<file path="config.mk">
export PLATFORM = sky130hd
export DESIGN_NAME = coleman_liau_text_grader
export DESIGN_NICKNAME = d
export VERILOG_FILES = /design/src/rtl/clg_pkg.sv /design/src/rtl/coleman_liau_text_grader.sv /design/src/rtl/clg_grader.sv
export VERILOG_INCLUDE_DIRS = /design/src /design/src/rtl
export SDC_FILE = /design/constraint.sdc
export NUM_CORES = 1
export LEC_CHECK = 0
export ABC_AREA = 1
export BUFFER_PORTS_ARGS = -buffer_cell sky130_fd_sc_hd__buf_2
export CAP_MARGIN = 20
export CORE_MARGIN = 4
export CORE_UTILIZATION = 40
export CTS_BUF_LIST = sky130_fd_sc_hd__clkbuf_16
export DETAILED_ROUTE_END_ITERATION = 10
export REMOVE_ABC_BUFFERS = 1
export SLEW_MARGIN = 5
export SYNTH_ARGS = -nofsm -noshare
export SYNTH_HDL_FRONTEND = slang
export SYNTH_SLANG_ARGS = --single-unit
</file>
<file path="constraint.sdc">
create_clock -name clk -period 6.6 [get_ports clk]
set_clock_uncertainty 0.15 [all_clocks]
set_input_delay 0.66 -clock clk [delete_from_list [all_inputs] [get_ports clk]]
set_output_delay 0.66 -clock clk [all_outputs]
set_load 0.05 [all_outputs]
</file>
<file path="src/rtl/coleman_liau_text_grader_defines.svh">
// Assertion helpers for the top-level grader file
`ifndef COLEMAN_LIAU_TEXT_GRADER_DEFINES_SVH
`define COLEMAN_LIAU_TEXT_GRADER_DEFINES_SVH

// Check a condition at every clock edge outside reset
`define CLG_CHECK(name, cond, msg) \
    name: assert property (@(posedge clk) disable iff (!rst_n) (cond)) else $error(msg);

// Check that a condition holds in the cycle after a trigger
`define CLG_CHECK_NEXT(name, trig, cond, msg) \
    name: assert property (@(posedge clk) disable iff (!rst_n) (trig) |=> (cond)) else $error(msg);

`endif

</file>
<file path="src/rtl/clg_pkg.sv">
package clg_pkg;

    // Default saturation limit for the character counters
    localparam int CLG_MAX_CHARS_DEFAULT = 65535;

    // Result field widths
    localparam int CLG_GRADE_W    = 5;
    localparam int CLG_LETTER_W   = 16;
    localparam int CLG_WORD_W     = 17;
    localparam int CLG_SENTENCE_W = 16;

    // Top grade; also the first trial of the grade search
    localparam int CLG_GRADE_TOP = 16;

    // Search passes: one for the top grade, then one per lower grade bit
    localparam int CLG_PASSES = 5;
    localparam int CLG_PASS_W = 3;

    // Serial accumulator width; holds the running carry of the weighted sum
    localparam int CLG_ACC_W = 16;

    // Weights of 2*num + den - k*(2*den):
    //   1176*L - 5920*S - (3060 + 200*k)*W
    localparam int CLG_COEF_LETTER    = 1176;
    localparam int CLG_COEF_SENTENCE  = 5920;
    localparam int CLG_COEF_WORD_BASE = 3060;
    localparam int CLG_COEF_WORD_STEP = 200;

    // Grader sequencer states
    typedef enum logic [1:0] {
        CLG_IDLE,
        CLG_RUN,
        CLG_DONE
    } clg_state_t;

    // One finished result handed from the grader to the output register
    typedef struct packed {
        logic [CLG_GRADE_W-1:0]    grade;
        logic [CLG_LETTER_W-1:0]   letters;
        logic [CLG_WORD_W-1:0]     words;
        logic [CLG_SENTENCE_W-1:0] sentences;
    } clg_result_t;

endpackage

</file>
<file path="src/rtl/coleman_liau_text_grader.sv">
// Channel | Handshake            | Word
// --------+----------------------+--------------------------------------------------
// in      | in_valid / in_stall  | text_byte, final_byte
// out     | out_valid / out_stall| reading_grade, letter_total, word_total,
//         |                      | sentence_total
//
// Text bytes are counted at one per cycle.
// A final byte hands its counts to a bit-serial grader, which takes one bit of the
// counts per cycle, in up to 5 passes: one per trial grade.
// Counting of the next text goes on meanwhile; only a final byte stalls while
// the grader is still busy or its result still waits to enter the output register.
// Reset is asynchronous and active low; it clears counters and handshake state.
`include "coleman_liau_text_grader_defines.svh"

module coleman_liau_text_grader #(
    parameter int MAX_CHARS = clg_pkg::CLG_MAX_CHARS_DEFAULT
) (
    input  logic                                clk,
    input  logic                                rst_n,
    input  logic                                in_valid,
    output logic                                in_stall,
    input  logic [7:0]                          text_byte,
    input  logic                                final_byte,
    output logic                                out_valid,
    input  logic                                out_stall,
    output logic [clg_pkg::CLG_GRADE_W-1:0]     reading_grade,
    output logic [clg_pkg::CLG_LETTER_W-1:0]    letter_total,
    output logic [clg_pkg::CLG_WORD_W-1:0]      word_total,
    output logic [clg_pkg::CLG_SENTENCE_W-1:0]  sentence_total
);
    import clg_pkg::*;

    localparam int CNT_W = $clog2(MAX_CHARS + 1);

    localparam logic [7:0] CHAR_SPACE    = 8'h20;
    localparam logic [7:0] CHAR_PERIOD   = 8'h2E;
    localparam logic [7:0] CHAR_EXCLAIM  = 8'h21;
    localparam logic [7:0] CHAR_QUESTION = 8'h3F;
    localparam logic [7:0] CHAR_UPPER_A  = 8'h41;
    localparam logic [7:0] CHAR_UPPER_Z  = 8'h5A;
    localparam logic [7:0] CHAR_LOWER_A  = 8'h61;
    localparam logic [7:0] CHAR_LOWER_Z  = 8'h7A;

    logic [CNT_W-1:0] letters_seen_reg, letters_seen_next;
    logic [CNT_W-1:0] spaces_seen_reg, spaces_seen_next;
    logic [CNT_W-1:0] sentence_ends_seen_reg, sentence_ends_seen_next;

    logic [CNT_W-1:0] letters_upd;
    logic [CNT_W-1:0] spaces_upd;
    logic [CNT_W-1:0] sentences_upd;
    logic [CNT_W:0]   words_upd;

    logic is_letter;
    logic is_space;
    logic is_end;
    logic in_accept;
    logic start;

    logic        grader_busy;
    logic        res_valid;
    logic        res_take;
    clg_result_t result;

    logic        out_valid_reg, out_valid_next;
    clg_result_t out_word_reg;

    logic        counters_zero;
    logic        counters_in_range;
    logic        grade_in_range;

    // Classify the byte
    assign is_letter = ((text_byte >= CHAR_UPPER_A) && (text_byte <= CHAR_UPPER_Z)) ||
                       ((text_byte >= CHAR_LOWER_A) && (text_byte <= CHAR_LOWER_Z));
    assign is_space  = (text_byte == CHAR_SPACE);
    assign is_end    = (text_byte == CHAR_PERIOD) || (text_byte == CHAR_EXCLAIM) ||
                       (text_byte == CHAR_QUESTION);

    // Stall only a final byte that finds the grader occupied
    assign in_stall  = final_byte && grader_busy;
    assign in_accept = in_valid && !in_stall;
    assign start     = in_accept && final_byte;

    // Advance counters with saturation
    always_comb
    begin
        letters_upd   = letters_seen_reg;
        spaces_upd    = spaces_seen_reg;
        sentences_upd = sentence_ends_seen_reg;
        if (is_letter && (letters_seen_reg < CNT_W'(MAX_CHARS)))
        begin
            letters_upd = letters_seen_reg + 1'b1;
        end
        if (is_space && (spaces_seen_reg < CNT_W'(MAX_CHARS)))
        begin
            spaces_upd = spaces_seen_reg + 1'b1;
        end
        if (is_end && (sentence_ends_seen_reg < CNT_W'(MAX_CHARS)))
        begin
            sentences_upd = sentence_ends_seen_reg + 1'b1;
        end
        words_upd = {1'b0, spaces_upd} + (CNT_W+1)'(1);
    end

    // Hold, count, or clear after a final byte
    always_comb
    begin
        priority if (start)
        begin
            letters_seen_next       = '0;
            spaces_seen_next        = '0;
            sentence_ends_seen_next = '0;
        end
        else if (in_accept)
        begin
            letters_seen_next       = letters_upd;
            spaces_seen_next        = spaces_upd;
            sentence_ends_seen_next = sentences_upd;
        end
        else
        begin
            letters_seen_next       = letters_seen_reg;
            spaces_seen_next        = spaces_seen_reg;
            sentence_ends_seen_next = sentence_ends_seen_reg;
        end
    end

    always_ff @(posedge clk or negedge rst_n)
    begin
        if (!rst_n)
        begin
            letters_seen_reg       <= '0;
            spaces_seen_reg        <= '0;
            sentence_ends_seen_reg <= '0;
        end
        else
        begin
            letters_seen_reg       <= letters_seen_next;
            spaces_seen_reg        <= spaces_seen_next;
            sentence_ends_seen_reg <= sentence_ends_seen_next;
        end
    end

    clg_grader #(
        .MAX_CHARS (MAX_CHARS)
    ) u_grader (
        .clk          (clk),
        .rst_n        (rst_n),
        .start        (start),
        .letters_in   (letters_upd),
        .sentences_in (sentences_upd),
        .words_in     (words_upd),
        .take         (res_take),
        .busy         (grader_busy),
        .res_valid    (res_valid),
        .result       (result)
    );

    // Move a finished result into the output register when it is free
    assign res_take       = res_valid && (!out_valid_reg || !out_stall);
    assign out_valid_next = res_take || (out_valid_reg && out_stall);

    always_ff @(posedge clk or negedge rst_n)
    begin
        if (!rst_n)
        begin
            out_valid_reg <= 1'b0;
        end
        else
        begin
            out_valid_reg <= out_valid_next;
        end
    end

    always_ff @(posedge clk)
    begin
        if (res_take)
        begin
            out_word_reg <= result;
        end
    end

    assign out_valid      = out_valid_reg;
    assign reading_grade  = out_word_reg.grade;
    assign letter_total   = out_word_reg.letters;
    assign word_total     = out_word_reg.words;
    assign sentence_total = out_word_reg.sentences;

    // Terms for the checks
    assign counters_zero     = (letters_seen_reg == '0) && (spaces_seen_reg == '0) &&
                               (sentence_ends_seen_reg == '0);
    assign counters_in_range = (letters_seen_reg <= CNT_W'(MAX_CHARS)) &&
                               (spaces_seen_reg <= CNT_W'(MAX_CHARS)) &&
                               (sentence_ends_seen_reg <= CNT_W'(MAX_CHARS));
    assign grade_in_range    = !res_valid || (result.grade <= CLG_GRADE_W'(CLG_GRADE_TOP));

    // Checks
    `CLG_CHECK_NEXT(a_clear_after_final, start, counters_zero, "counters kept after final")
    `CLG_CHECK(a_grade_range, grade_in_range, "grade above top")
    `CLG_CHECK(a_words_nonzero, !out_valid_reg || (out_word_reg.words != '0), "word total of zero")
    `CLG_CHECK(a_counter_sat, counters_in_range, "counter past limit")

endmodule

</file>
<file path="src/rtl/clg_grader.sv">
module clg_grader #(
    parameter int MAX_CHARS = clg_pkg::CLG_MAX_CHARS_DEFAULT
) (
    input  logic                                  clk,
    input  logic                                  rst_n,
    input  logic                                  start,
    input  logic [$clog2(MAX_CHARS+1)-1:0]        letters_in,
    input  logic [$clog2(MAX_CHARS+1)-1:0]        sentences_in,
    input  logic [$clog2(MAX_CHARS+1):0]          words_in,
    input  logic                                  take,
    output logic                                  busy,
    output logic                                  res_valid,
    output clg_pkg::clg_result_t                  result
);
    import clg_pkg::*;

    localparam int CNT_W    = $clog2(MAX_CHARS + 1);
    localparam int PASS_LEN = CNT_W + 1;
    localparam int BIT_W    = $clog2(PASS_LEN);
    localparam int SUM_W    = CLG_ACC_W + 1;

    clg_state_t state_reg, state_next;

    logic [PASS_LEN-1:0]          l_sr_reg, l_sr_next;
    logic [PASS_LEN-1:0]          s_sr_reg, s_sr_next;
    logic [PASS_LEN-1:0]          w_sr_reg, w_sr_next;
    logic signed [CLG_ACC_W-1:0]  acc_reg, acc_next;
    logic [BIT_W-1:0]             bit_cnt_reg, bit_cnt_next;
    logic [CLG_PASS_W-1:0]        pass_reg, pass_next;
    logic [CLG_GRADE_W-1:0]       grade_reg, grade_next;

    logic [CLG_GRADE_W-1:0]       trial;
    logic signed [SUM_W-1:0]      coef_word;
    logic signed [SUM_W-1:0]      term;
    logic signed [SUM_W-1:0]      sum;
    logic signed [CLG_ACC_W-1:0]  acc_step;
    logic                         last_bit;
    logic                         pass_ok;
    logic                         last_pass;

    // Trial grade: bits found so far plus the bit under test
    assign trial = grade_reg | (CLG_GRADE_W'(CLG_GRADE_TOP) >> pass_reg);
    assign coef_word = SUM_W'(CLG_COEF_WORD_BASE) + SUM_W'(CLG_COEF_WORD_STEP * trial);

    // Add the weights of the current bit of each count, then halve
    always_comb
    begin
        term = '0;
        if (l_sr_reg[0])
        begin
            term = term + SUM_W'(CLG_COEF_LETTER);
        end
        if (s_sr_reg[0])
        begin
            term = term - SUM_W'(CLG_COEF_SENTENCE);
        end
        if (w_sr_reg[0])
        begin
            term = term - coef_word;
        end
        sum      = SUM_W'(acc_reg) + term;
        acc_step = CLG_ACC_W'(sum >>> 1);
    end

    // The weighted sum is non-negative exactly when the final carry is
    assign last_bit  = (bit_cnt_reg == BIT_W'(PASS_LEN - 1));
    assign pass_ok   = !acc_step[CLG_ACC_W-1];
    assign last_pass = (pass_reg == CLG_PASS_W'(CLG_PASSES - 1)) ||
                       ((pass_reg == '0) && pass_ok);

    // Next state
    always_comb
    begin
        state_next = state_reg;
        unique case (state_reg)
            CLG_IDLE:
            begin
                if (start)
                begin
                    state_next = CLG_RUN;
                end
            end
            CLG_RUN:
            begin
                if (last_bit && last_pass)
                begin
                    state_next = CLG_DONE;
                end
            end
            CLG_DONE:
            begin
                if (take)
                begin
                    state_next = CLG_IDLE;
                end
            end
            default:
            begin
                state_next = CLG_IDLE;
            end
        endcase
    end

    // Outputs
    always_comb
    begin
        busy      = 1'b1;
        res_valid = 1'b0;
        unique case (state_reg)
            CLG_IDLE: busy = 1'b0;
            CLG_RUN:  busy = 1'b1;
            CLG_DONE: res_valid = 1'b1;
            default:  busy = 1'b0;
        endcase
    end

    // Datapath: load counts, rotate them through one pass per trial grade
    always_comb
    begin
        l_sr_next    = l_sr_reg;
        s_sr_next    = s_sr_reg;
        w_sr_next    = w_sr_reg;
        acc_next     = acc_reg;
        bit_cnt_next = bit_cnt_reg;
        pass_next    = pass_reg;
        grade_next   = grade_reg;
        if ((state_reg == CLG_IDLE) && start)
        begin
            l_sr_next    = {1'b0, letters_in};
            s_sr_next    = {1'b0, sentences_in};
            w_sr_next    = words_in;
            acc_next     = '0;
            bit_cnt_next = '0;
            pass_next    = '0;
            grade_next   = '0;
        end
        else if (state_reg == CLG_RUN)
        begin
            l_sr_next = {l_sr_reg[0], l_sr_reg[PASS_LEN-1:1]};
            s_sr_next = {s_sr_reg[0], s_sr_reg[PASS_LEN-1:1]};
            w_sr_next = {w_sr_reg[0], w_sr_reg[PASS_LEN-1:1]};
            if (last_bit)
            begin
                acc_next     = '0;
                bit_cnt_next = '0;
                pass_next    = pass_reg + 1'b1;
                if (pass_ok)
                begin
                    grade_next = trial;
                end
            end
            else
            begin
                acc_next     = acc_step;
                bit_cnt_next = bit_cnt_reg + 1'b1;
            end
        end
    end

    // Control registers
    always_ff @(posedge clk or negedge rst_n)
    begin
        if (!rst_n)
        begin
            state_reg   <= CLG_IDLE;
            bit_cnt_reg <= '0;
            pass_reg    <= '0;
        end
        else
        begin
            state_reg   <= state_next;
            bit_cnt_reg <= bit_cnt_next;
            pass_reg    <= pass_next;
        end
    end

    // Payload registers
    always_ff @(posedge clk)
    begin
        l_sr_reg  <= l_sr_next;
        s_sr_reg  <= s_sr_next;
        w_sr_reg  <= w_sr_next;
        acc_reg   <= acc_next;
        grade_reg <= grade_next;
    end

    // Counts are back in place after whole rotations
    assign result.grade     = grade_reg;
    assign result.letters   = CLG_LETTER_W'(l_sr_reg);
    assign result.words     = CLG_WORD_W'(w_sr_reg);
    assign result.sentences = CLG_SENTENCE_W'(s_sr_reg);

endmodule

</file>
Word-level counts from Yosys, hierarchy flattened --
Cells that the tools add are included.
Word-level totals: bits in registers 185, input bits 13, output and inout port bits 56, word-level logic and storage cells 113
Cells by class: add/sub/neg operators 10, multipliers 1, order comparisons 7, equal/unequal tests 11, shift-type cells 1, mux-type cells 31, bitwise operators 2, reduce and logical (&&, ||, !) cells 32
Operators by type and width (number):
- 16-bit two-way mux | 14
- 17-bit two-way mux | 4
- 16-bit by 1-bit adder with 16-bit output (second input constant) | 3
- 16-bit less-than comparator (second input constant) | 3
- 8-bit by 6-bit == test with 1-bit output (second input constant) | 4
- 16-bit by 1-bit adder with 17-bit output (second input constant) | 1
- 16-bit by 17-bit adder with 17-bit output | 1
- 17-bit subtractor | 1
- 8-bit by 7-bit >= comparator with 1-bit output (second input constant) | 2
- 8-bit by 7-bit <= comparator with 1-bit output (second input constant) | 2
- 5-bit two-way mux | 3
- 12-bit by 13-bit adder with 14-bit output (first input constant) | 1
- 11-bit by 13-bit subtractor with 14-bit output (second input constant) | 1
- 1-bit logical AND | 13
- 11-bit two-way mux | 1
- 5-bit by 5-bit multiplier with 10-bit output (first input constant) | 1
- 3-bit two-way mux | 3
- 1-bit logical OR | 6
- 2-bit two-way mux | 3
- 2-bit case mux with 3 select lines | 1
- 3-bit AND reduction | 2
- 2-bit nonzero test | 3
- 5-bit by 1-bit adder with 5-bit output (second input constant) | 1
- 5-bit == test (second input constant) | 1
- other kinds (15) | 20

Depth between registers and ports, before layout --
depth in word-level cells 13, mapped depth 35, gate-level depth less buffers 35

By module --
From an unflattened synthesis, not the netlist that was laid out.
Unflattened totals: cell total of the unflattened synthesis 1307, area, all modules 10953.0 µm²
Modules (own cells, without submodules):
- coleman_liau_text_grader | times used 1, cells each 626, area each 5479.0 µm²
- clg_grader | times used 1, cells each 681, area each 5474.0 µm²

Least setup slack after synthesis --
Ideal clock, no wire load.
path type register -> register, start register u_grader.pass_reg[0], end register u_grader.state_reg[0], library setup time 116 ps, arrival time 5216 ps, required time 6334 ps, slack 1117 ps, cell stages (with the launch flop) 35, buffers on the path 0, path through dfrtp_1 > inv_1 > ha_1 > inv_1 > o21ai_0 > ha_1 > ha_1 > ha_1 > inv_1 > fa_1 > inv_1 > nor2_1 > nand2_1 > o21ai_0 > xor2_1 > ha_1 > a21oi_1 > nand2_1 > nand2_2 > o21bai_2 > xor2_1 > inv_1 > ha_1 > inv_1 > nor3_1 > a211oi_1 > nand2_1 > a31oi_1 > inv_1 > nand3_1 > nand3_1 > nand2_1 > nand2_1 > nand2_1 > nand2_1
On the way: longest elaborated chain between the ends 13, elaborated cells between the ends (all ways) 15, those cells by class 3 x add/sub; 1 x mul; 2 x eq/ne; 1 x shift; 1 x mux; 1 x bitwise; 6 x reduce/logical
RTL lines:
- start, declared | RTL line clg_grader.sv:29 | logic [CLG_PASS_W-1:0] pass_reg, pass_next;
- start signal, assigned | RTL line clg_grader.sv:173 | pass_reg <= pass_next;
- 5-bit by 3-bit right shift with 5-bit output | RTL line clg_grader.sv:42 | assign trial = grade_reg | (CLG_GRADE_W'(CLG_GRADE_TOP) >> pass_reg);
- 5-bit bitwise OR | RTL line clg_grader.sv:42
- via u_grader.trial[4] | RTL line clg_grader.sv:32 | logic [CLG_GRADE_W-1:0] trial;
- 5-bit by 5-bit multiplier with 10-bit output | RTL line clg_grader.sv:43 | assign coef_word = SUM_W'(CLG_COEF_WORD_BASE) + SUM_W'(CLG_COEF_WORD_STEP * trial);
- 12-bit by 13-bit adder with 14-bit output | RTL line clg_grader.sv:43
- 17-bit subtractor | RTL line clg_grader.sv:59 | term = term - coef_word;
- 17-bit two-way mux | RTL line clg_grader.sv:57 | if (w_sr_reg[0])
- 16-bit by 17-bit adder with 17-bit output | RTL line clg_grader.sv:61 | sum = SUM_W'(acc_reg) + term;
- 1-bit zero test | RTL line clg_grader.sv:67 | assign pass_ok = !acc_step[CLG_ACC_W-1];
- 1-bit logical AND | RTL line clg_grader.sv:69 | ((pass_reg == '0) && pass_ok);
- 1-bit logical OR | RTL line clg_grader.sv:68 | assign last_pass = (pass_reg == CLG_PASS_W'(CLG_PASSES - 1)) ||
- 1-bit logical AND | RTL line clg_grader.sv:85 | if (last_bit && last_pass)
- 2-bit by 1-bit != test with 1-bit output (no line)
- 3-bit AND reduction (no line)
- end signal, assigned | RTL line clg_grader.sv:171 | state_reg <= state_next;
- end, declared | RTL line clg_grader.sv:22 | clg_state_t state_reg, state_next;
The timed path passes the listed nets, and every way through them passes these cells. A chain may end at the register's enable or synchronous reset.

Final worst setup path --
start register u_grader.pass_reg[0], end register u_grader.grade_reg[3]
On the way: longest elaborated chain between the ends 9
RTL lines:
- 5-bit by 3-bit right shift with 5-bit output | RTL line clg_grader.sv:42
- 5-bit bitwise OR | RTL line clg_grader.sv:42
- via u_grader.trial[1] | RTL line clg_grader.sv:32
- 5-bit by 5-bit multiplier with 10-bit output | RTL line clg_grader.sv:43
- 12-bit by 13-bit adder with 14-bit output | RTL line clg_grader.sv:43
- 17-bit subtractor | RTL line clg_grader.sv:59
- 17-bit two-way mux | RTL line clg_grader.sv:57
- 16-bit by 17-bit adder with 17-bit output | RTL line clg_grader.sv:61
- 1-bit inverter (no line)
- 3-bit AND reduction (no line)
- end signal, assigned | RTL line clg_grader.sv:184 | grade_reg <= grade_next;
- end, declared | RTL line clg_grader.sv:30 | logic [CLG_GRADE_W-1:0] grade_reg, grade_next;
The timed path passes the listed nets, and every way through them passes these cells.

==> run metrics <==
Bufs on Longest Clock Path=2; worst vdd ir=0.216 mV; WP buf/inv=6; MaxCap Viol Count=0; largest net degree at the start of global routing=97; Yosys cell types=49; number of DRC markers in iteration 0=448; Setup TNS Final=0 ps; ranking of synthesized cells by area=edfxtp_1 31%, dfrtp_1 15%, nand2_1 11%; synthesis-stage register bit count=183; layout cell share with drive strength beyond 1=12.8%; ANT cells=0; initial antenna violation count=0; worst min-delay path category=in -> async; synth-to-layout area growth=12.9%; r2r worst-path depth=32; Die X=166 um; clk slew on worst S/H paths=70 ps; leading area contributor after synthesis=edfxtp_1; Pleak=4.90 nW; CORE AREA=0.0245 mm2; Root Buffer=clkbuf_16; DRC errors left=0; Worst-Skew Late Latency=430 ps; GRT Residual Overflow=0; Arr. time, crit path=6180 ps; worst path required time=6800 ps; outcome=finished clean; CTS H-tree depth=4; RSZ-0062 raised after global routing=false; CTS tree=yes; placed insts=1502; startpoint types=flop; GPL Wtd Cong=0.889; Yosys top cell area share=30.9%; CP Depth=32; Post-Route WL=21.5 mm; Site Rows=57; min cycle time layout=5980 ps; drt via density=4.97; R2R setup slack=620 ps; vias in the first global route=7498; headroom to the max-slew limit=39.9%; ys async rst share=32.2%; first drt pass iteration count=5; Post-DP HPWL=15.2 mm; most used cell, CP=ha_1; post-synthesis cell area=0.0100 mm2; Nets=1266; first-pass GRT wire length=36.6 mm; # IOs=69; number of port buffers=68; Post-synth EDFFs=103; overall global routing resource usage=15.8%; Slowest cell on crit path=fa_1; critical path's top delay family=adder cells; CP Capture Type=flop; Max Clock Freq=167 MHz; Syn Inst Count=1125; Final period util=90.6%; Seq/Total Area, Yosys=49.9%; Setup-failing EPs final=0; fill count=2326; Die Height=166 um; crit-path max cell delay=520 ps; area occupied by multi-input gates=0.00441 mm2; prevailing post-synth register cell=edfxtp_1; most frequent cells in the layout=282 x nand2_1, 139 x inv_1, 103 x edfxtp_1, 81 x o21ai_0, 68 x buf_2; CTS Sinks=183; post-layout util=46.2%; most common cell after layout, fill and taps aside=nand2_1; routed len/inst=14.0 um; critical path class=reg -> reg; syn avg cell area=8.90 um2; Non-Filler Instances=1534; Fin. Hold Viols=0; Worst R2R Start=u_grader.pass_reg[0]$_DFFE_PN0P_; fin. max-slew vios=0; Sequential Area=0.00499 mm2; Detail Route Antenna Nets=0; YS warnings=0; Starting Density=40.9%; via count=7618; worst slew pin tran=902 ps; CP max FO=5; CTS buffer count=17; Pwr per Cell Area=500 mW/mm2; die area=0.0276 mm2; Crit Reg-Reg Endpoint=u_grader.grade_reg[3]$_SDFFE_PP0P_
-- cell type report --
type                       count  area share [%]
clock inverter                15            1.25
tap                          324            3.59
multi-input combinational    776            39.0
timing repair buffer          75            3.48
clock buffer                  17            3.76
sequential                   183            44.1
inverter                     144            4.80
-- worst max-delay path by stage --
stage | start | to | slack [ps]
final | u_grader.pass_reg[0]$_DFFE_PN0P_ | u_grader.grade_reg[3]$_SDFFE_PP0P_ | 620
after global routing | u_grader.pass_reg[0]$_DFFE_PN0P_ | u_grader.grade_reg[3]$_SDFFE_PP0P_ | 20
after CTS | u_grader.pass_reg[0]$_DFFE_PN0P_ | u_grader.state_reg[0]$_DFFE_PN0P_ | 530
after detailed placement | u_grader.pass_reg[0]$_DFFE_PN0P_ | u_grader.state_reg[0]$_DFFE_PN0P_ | 580
after global placement | u_grader.pass_reg[0]$_DFFE_PN0P_ | u_grader.state_reg[0]$_DFFE_PN0P_ | 760
after floorplan | u_grader.state_reg[0]$_DFFE_PN0P_ | u_grader.acc_reg[6]$_SDFFE_PP0P_ | 510
-- cell usage after synthesis (4+ instances only) --
library cell  count
inv_1           138
nor2_1           67
or2_2             4
nand2_1         283
o21ai_1          10
edfxtp_1        103
ha_1             53
a31oi_1           5
o21ai_2           5
o22ai_1          31
nand4_1          11
nand2_2           5
clkbuf_1         16
o21ai_0          82
nand3_1          47
buf_1             4
xnor2_1           4
nor2_2           12
nor3_2            5
dfrtp_1          59
xor2_1           58
dfxtp_1          21
a21oi_1          37
nor3_1           22
nand3b_1          4
-- metrics by stage --
stage               hold slack (ps)  cell area [um2]  setup slack (ps)  power, W
floorplan                       214             9920               505   0.00400
global placement                265            10700               758   0.00462
detailed placement              265            10700               584   0.00466
CTS                             282            11300               526   0.00566
global route                    291            11300              20.4   0.00622
finish                          237            11300               620   0.00565
-- where the power goes --
part           switching, W  internal [W]  total (W)
combinational       0.00186       0.00105    0.00291
sequential         0.000167       0.00159    0.00176
clock              0.000483      0.000501   0.000983
total               0.00251       0.00315    0.00565
-- layer usage --
layer	global-route usage (%)	vias up	routed length [um]
met2	24.7	157	9500
li1	-	3889	-
met5	0	-	0
met3	3.55	26	951
met4	3.77	0	277
met1	22.5	3546	10700
-- cells by family (layout without fill, tap and decap cells) --
group,after synthesis,in the layout,share of synthesized area [%]
xor+xnor,65,65,5.91
buf+inv,166,251,6.34
flops,183,183,49.9
fa+ha+maj,56,56,7.23
simple gates,473,473,20.6
compound gates,182,182,10.1
-- worst reg2reg max path: cells and delay by family (launching register included) --
| family | cells | cell delay, ps |
|---|---|---|
| buffers and inverters | 6 | 440 |
| adders and majority gates | 8 | 2240 |
| and+or+nand+nor | 10 | 1420 |
| DFF | 1 | 410 |
| xor gates and xnor gates | 2 | 350 |
| AOI/OAI and AO/OA | 6 | 900 |
-- repair_timing --
item                       4_1_cts  5_1_grt
resized for setup                0        2
hold buffers                     0        0
setup endpoints to repair        0        3
buffers inserted                 0        0
(Power assumes the default switching activity.)
